==> src/rtl/lbb_pkg.sv <==
`timescale 1ns / 1ps
`default_nettype none

package lbb_pkg;

  // fixed field widths of the item and result words
  localparam int unsigned KIND_W  = 2;
  localparam int unsigned LABEL_W = 10;
  localparam int unsigned POS_W   = 12;
  localparam int unsigned PAD_W   = 13;

  // widest padded extent that fits the result field
  localparam logic [PAD_W-1:0] PAD_MAX = '1;

  // item kinds
  localparam logic [KIND_W-1:0] KIND_UPDATE = 2'd0;
  localparam logic [KIND_W-1:0] KIND_READ   = 2'd1;
  localparam logic [KIND_W-1:0] KIND_CLEAR  = 2'd2;

  // controller states
  typedef enum logic [1:0] {
    ST_SWEEP,
    ST_IDLE,
    ST_LOOKUP,
    ST_EXEC
  } state_e;

  // controller to datapath
  typedef struct packed {
    logic load;
    logic lookup;
    logic exec;
    logic sweep;
  } cmd_t;

  // datapath to controller
  typedef struct packed {
    logic sweep_last;
  } status_t;

endpackage

`default_nettype wire

==> src/rtl/lbb_ctrl.sv <==
`timescale 1ns / 1ps
`default_nettype none

module lbb_ctrl (
  input  wire logic                         clk_i,
  input  wire logic                         rst_ni,
  input  wire logic                         start_i,
  input  wire logic [lbb_pkg::KIND_W-1:0]   kind_i,
  input  wire lbb_pkg::status_t             status_i,
  output lbb_pkg::cmd_t                     cmd_o,
  output logic                              busy_o
);

  lbb_pkg::state_e state_q, state_d;

  // state register, reset starts with a table sweep
  always_ff @(posedge clk_i or negedge rst_ni) begin
    if (!rst_ni) begin
      state_q <= lbb_pkg::ST_SWEEP;
    end else begin
      state_q <= state_d;
    end
  end

  // next state
  always_comb begin
    state_d = state_q;
    case (state_q)
      lbb_pkg::ST_SWEEP: begin
        if (status_i.sweep_last) begin
          state_d = lbb_pkg::ST_IDLE;
        end
      end
      lbb_pkg::ST_IDLE: begin
        if (start_i) begin
          if (kind_i == lbb_pkg::KIND_CLEAR) begin
            state_d = lbb_pkg::ST_SWEEP;
          end else begin
            state_d = lbb_pkg::ST_LOOKUP;
          end
        end
      end
      lbb_pkg::ST_LOOKUP: state_d = lbb_pkg::ST_EXEC;
      lbb_pkg::ST_EXEC:   state_d = lbb_pkg::ST_IDLE;
      default:            state_d = lbb_pkg::ST_IDLE;
    endcase
  end

  // outputs
  always_comb begin
    cmd_o  = '0;
    busy_o = 1'b1;
    case (state_q)
      lbb_pkg::ST_SWEEP:  cmd_o.sweep = 1'b1;
      lbb_pkg::ST_IDLE: begin
        busy_o     = 1'b0;
        cmd_o.load = start_i;
      end
      lbb_pkg::ST_LOOKUP: cmd_o.lookup = 1'b1;
      lbb_pkg::ST_EXEC:   cmd_o.exec = 1'b1;
      default:            busy_o = 1'b1;
    endcase
  end

endmodule

`default_nettype wire

==> config.mk <==
export PLATFORM = sky130hd
export DESIGN_NAME = lbb_ctrl
export DESIGN_NICKNAME = d
export VERILOG_FILES = /design/src/rtl/lbb_pkg.sv /design/src/rtl/lbb_ctrl.sv
export SDC_FILE = /design/constraint.sdc
export NUM_CORES = 1
export LEC_CHECK = 0
export BUFFER_PORTS_ARGS = -buffer_cell sky130_fd_sc_hd__buf_4
export CAP_MARGIN = 30
export CELL_PAD_IN_SITES_DETAIL_PLACEMENT = 0
export CELL_PAD_IN_SITES_GLOBAL_PLACEMENT = 1
export CORE_AREA = 2 2 39 41
export CTS_CLUSTER_DIAMETER = 40
export DETAILED_ROUTE_END_ITERATION = 8
export DIE_AREA = 0 0 41 43
export HOLD_SLACK_MARGIN = 0.1
export MAX_ROUTING_LAYER = met4
export PLACE_DENSITY_LB_ADDON = 0.3
export RECOVER_POWER = 50
export SKIP_LAST_GASP = 1
export SLEW_MARGIN = 0
export SYNTH_ARGS = -nofsm -noshare
export SYNTH_HDL_FRONTEND = slang
export SYNTH_SLANG_ARGS = --single-unit
==> constraint.sdc <==
create_clock -name clk_i -period 1.3 [get_ports clk_i]
set_clock_uncertainty 0.1 [all_clocks]
set_input_delay 0.26 -clock clk_i [delete_from_list [all_inputs] [get_ports clk_i]]
set_output_delay 0.26 -clock clk_i [all_outputs]
set_load 0.02 [all_outputs]
== Word level (Yosys, flattened, before mapping) ==
Cells that the tools add are included.
Cells by class
  equal/unequal tests: 6
  multiplexer cells: 9
  reduce and logical (&&, ||, !) cells: 2
Operator list (number)
  one-hot mux 2 bit (4 select lines): 1
  == test 2 bit (second input constant): 3
  two-way mux 2 bit: 3
  two-way mux 1 bit: 5
  != test 2 bit (second input constant): 2
  == test 2 x 1 -> 1 bit (second input constant): 1
  zero test 2 bit: 1
  AND reduction 2 bit: 1
Storage, ports and cells
  bits in registers: 2
  input port bits: 6
  output and inout port bits: 5
  word-level logic and storage cells: 18

== Longest topological paths before layout ==
  depth after elaboration: 4
  mapped depth: 5

== Worst setup path before layout ==
OpenSTA, ideal clock, no wires.
  kind: reg2reg
  start point: register state_q[0]
  end point: register state_q[0]
  arrival time: 1.040 ns
  slack: 0.042 ns
  stages on the path, launching flop included: 5
  path buffers: 0
  cell sequence: dfrtp_1 inv_1 ha_1 nand2b_4 a21o_1
On the way
  word-level cells in the longest chain between the ends: 3
  elaborated cells on any way between the ends: 8
Ends and longest elaborated chain
  from (decl): line lbb_ctrl.sv:14  | lbb_pkg::state_e state_q, state_d;
  from (signal assigned): line lbb_ctrl.sv:19  | state_q <= lbb_pkg::ST_SWEEP;
  from (signal assigned): line lbb_ctrl.sv:21  | state_q <= state_d;
  == test 2 x 1 -> 1 bit / zero test 2 bit (equally long branches): line lbb_ctrl.sv:28  | case (state_q)
  != test 2 bit (no source line)
  AND reduction 2 bit (no source line)
Several ways; a longest one is shown, not always the timed one.
A chain may end at the register's enable or synchronous reset.

==> results.cfg <==
[grt]
met3_usage_pct = 3.14
overflow = 0
antenna_found_initial = 0
grt.busiest_layer = met4
grt_pass1_wl_um = 676
grt_pass1_vias = 183
grt_max_degree = 5
use_met2_pct = 8.13
met1_usage_pct = 7.10
grt_usage_pct = 7.11

[critical_path]
worst_setup_path_start_kind = register
cp_cell_sequence = ha_4 -> and2_4 -> buf_6
path_class = reg2out
cp_max_fo = 4
rrSetupSlack_ns = 0.10
reg2reg_depth = 5
r2r-end = state_q[0]
r2r-start = state_q[0]
worstSetupStartpoint = state_q[0]
worstPathArrival_ns = 1.11
cp_slowest_cell = dfrtp_2
cp-endpoint = cmd_o[3]
critPathMaxStageDelay_ns = 0.43
crit_required_ns = 0.94
cp-end-kind = output port

[logic_synthesis]
syn_nets = 29
yosysSeqAreaShare_pct = 28.0
syn_inst = 19
syn-cell-area_um2 = 179
synth_seq_cells = 2
syn_avg_cell_area_um2 = 9.42
synth_cell_types = 10
yosysWarnings = 0

[clocking]
clkLatencyLatePin_ns = 0.22
root_buffer = clkbuf_4
clkTransAtPathRegs_ns = 0.03
cts_tree = done
htreeDepth = 1
numCtsBuffers = 3
cts.sinks = 2
clock_path_buffers = 2

[finish]
final_common_cell = buf_4
regArea_um2 = 51.3
largest_reg_flops = 2
final_cell_area_um2 = 365
layout_common_cells = 8 x buf_4, 4 x buf_6, 3 x inv_2, 3 x a21oi_1, 3 x clkbuf_4
fill_cells = 159
nNetsFinal = 48
diodes = 0
area_delta_synth_final_pct = 104
top_register = state_q
largestRegisters = state_q: 2 flops
layout-drive-gt1-share_pct = 69.4
multiInputGateArea_um2 = 141

[sta]
fin_crit_ns = 1.47
worst_slack_ns = -0.167
fmax_mhz = 682
setup_viol = 5
fin_hold_ws_ns = 0.243
fin_setup_tns_ns = -0.595
rsz0062_at_grt = true
finalMaxSlewViolations = 0
fin_crit_sh_pct = 113
relSlewSlack_pct = 90.3
worst_pin_slew_ns = 0.145
finalHoldViolCount = 0

[place]
place_area_um2 = 282
io_buffers = 10
hpwlAfterDp_um = 337
place_congestion = 0.526

[die]
dieArea_um2 = 1760
die_h_um = 43
fp.dieW_um = 41
boundaryPins = 11
initial_core_util_pct = 12.9
rows = 14
core-area_um2 = 1380

[power]
max-vdd-ir-drop_v = 0.000751
power.density_nw_per_um2 = 2270
total_power_uw = 831
p_leak_uw = 0.000182

[run]
maxCapViolCount = 0

[routing]
drt-total-wl_um = 464
drcViolationCount = 0
drtIter0Drc = 1
vias = 183
postRouteAntennaNets = 0
routedWlPerCell_um = 8.92
routed_via_density = 3.52
first_pass_iters = 4

[worst_hold_path]
hp-class = in2async

[run_status]
outcome = finished, violations left
violations = negative setup slack
cell usage after synthesis:
master	n	area [um^2]
a21o_1	1	7.51
a21oi_1	3	15.0
and2_1	1	6.26
dfrtp_1	2	50.1
ha_1	4	50.1
inv_1	3	11.3
nand2b_1	2	12.5
nand2b_4	1	13.8
nand3_1	1	5.00
o21bai_1	1	7.51
power breakdown:
| group | internal [uW] | switching, uW |
|---|---|---|
| logic | 298 | 271 |
| clock network | 102 | 36.0 |
| registers | 93.5 | 31.3 |
worst max-delay path, delay by kind of cell, from the launching register on:
kind	cells	cell delay (ns)
flops	1	0.43
fa+ha+maj	1	0.18
simple gates	1	0.15
buf+inv	1	0.12
timing repair:
action | 4_1_cts | 5_1_grt
endpoints found under the setup margin | 5 | 6
buffers inserted | 2 | 0
resized for setup | 11 | 3
pin swaps | 1 | 2
hold buffers | 1 | 0
endpoints found under the hold margin | 2 | 0
stage by stage:
stage                     util, %  cells  worst slack (ns)
after floorplan                 -     19            0.0420
after global placement       20.3     46            0.0180
after detailed placement     20.3     46          -0.00304
after CTS                    26.1     52            -0.166
after global routing         26.4     52            -0.221
final                        26.4     52            -0.167
cell families (layout without fill, tap and decap cells):
| kind of cell | after synthesis | in the layout | share of synthesized area [%] |
|---|---|---|---|
| buffers and inverters | 3 | 20 | 6.29 |
| DFF | 2 | 2 | 28.0 |
| adders and majority gates | 4 | 4 | 28.0 |
| and+or+nand+nor | 5 | 5 | 21.0 |
| AOI/OAI and AO/OA | 5 | 5 | 16.8 |
worst min-delay path by stage:
| stage | startpoint | endpoint | slack, ns | cells past startpoint |
|---|---|---|---|---|
| after CTS | rst_ni | state_q[1] | 0.24 | 2 |
| after global placement | rst_ni | state_q[1] | -0.06 | 1 |
| after global routing | rst_ni | state_q[0] | 0.24 | 2 |
| after detailed placement | rst_ni | state_q[0] | -0.06 | 1 |
| after floorplan | rst_ni | state_q[0] | -0.14 | 0 |
| final | rst_ni | state_q[1] | 0.24 | 2 |
layout make-up:
type                       count  area share, %
multi-input combinational     14           38.7
timing repair buffer          14           32.5
sequential                     2           14.0
clock buffer                   3           6.16
tap                           16           5.48
inverter                       3           3.08
per-layer routing:
layer | vias up | routed length (um)
met5 | - | 0
met4 | 0 | 0
met3 | 0 | 58
met2 | 11 | 217
met1 | 77 | 188
li1 | 95 | -
No activity file was read; power rests on OpenSTA's default activity.
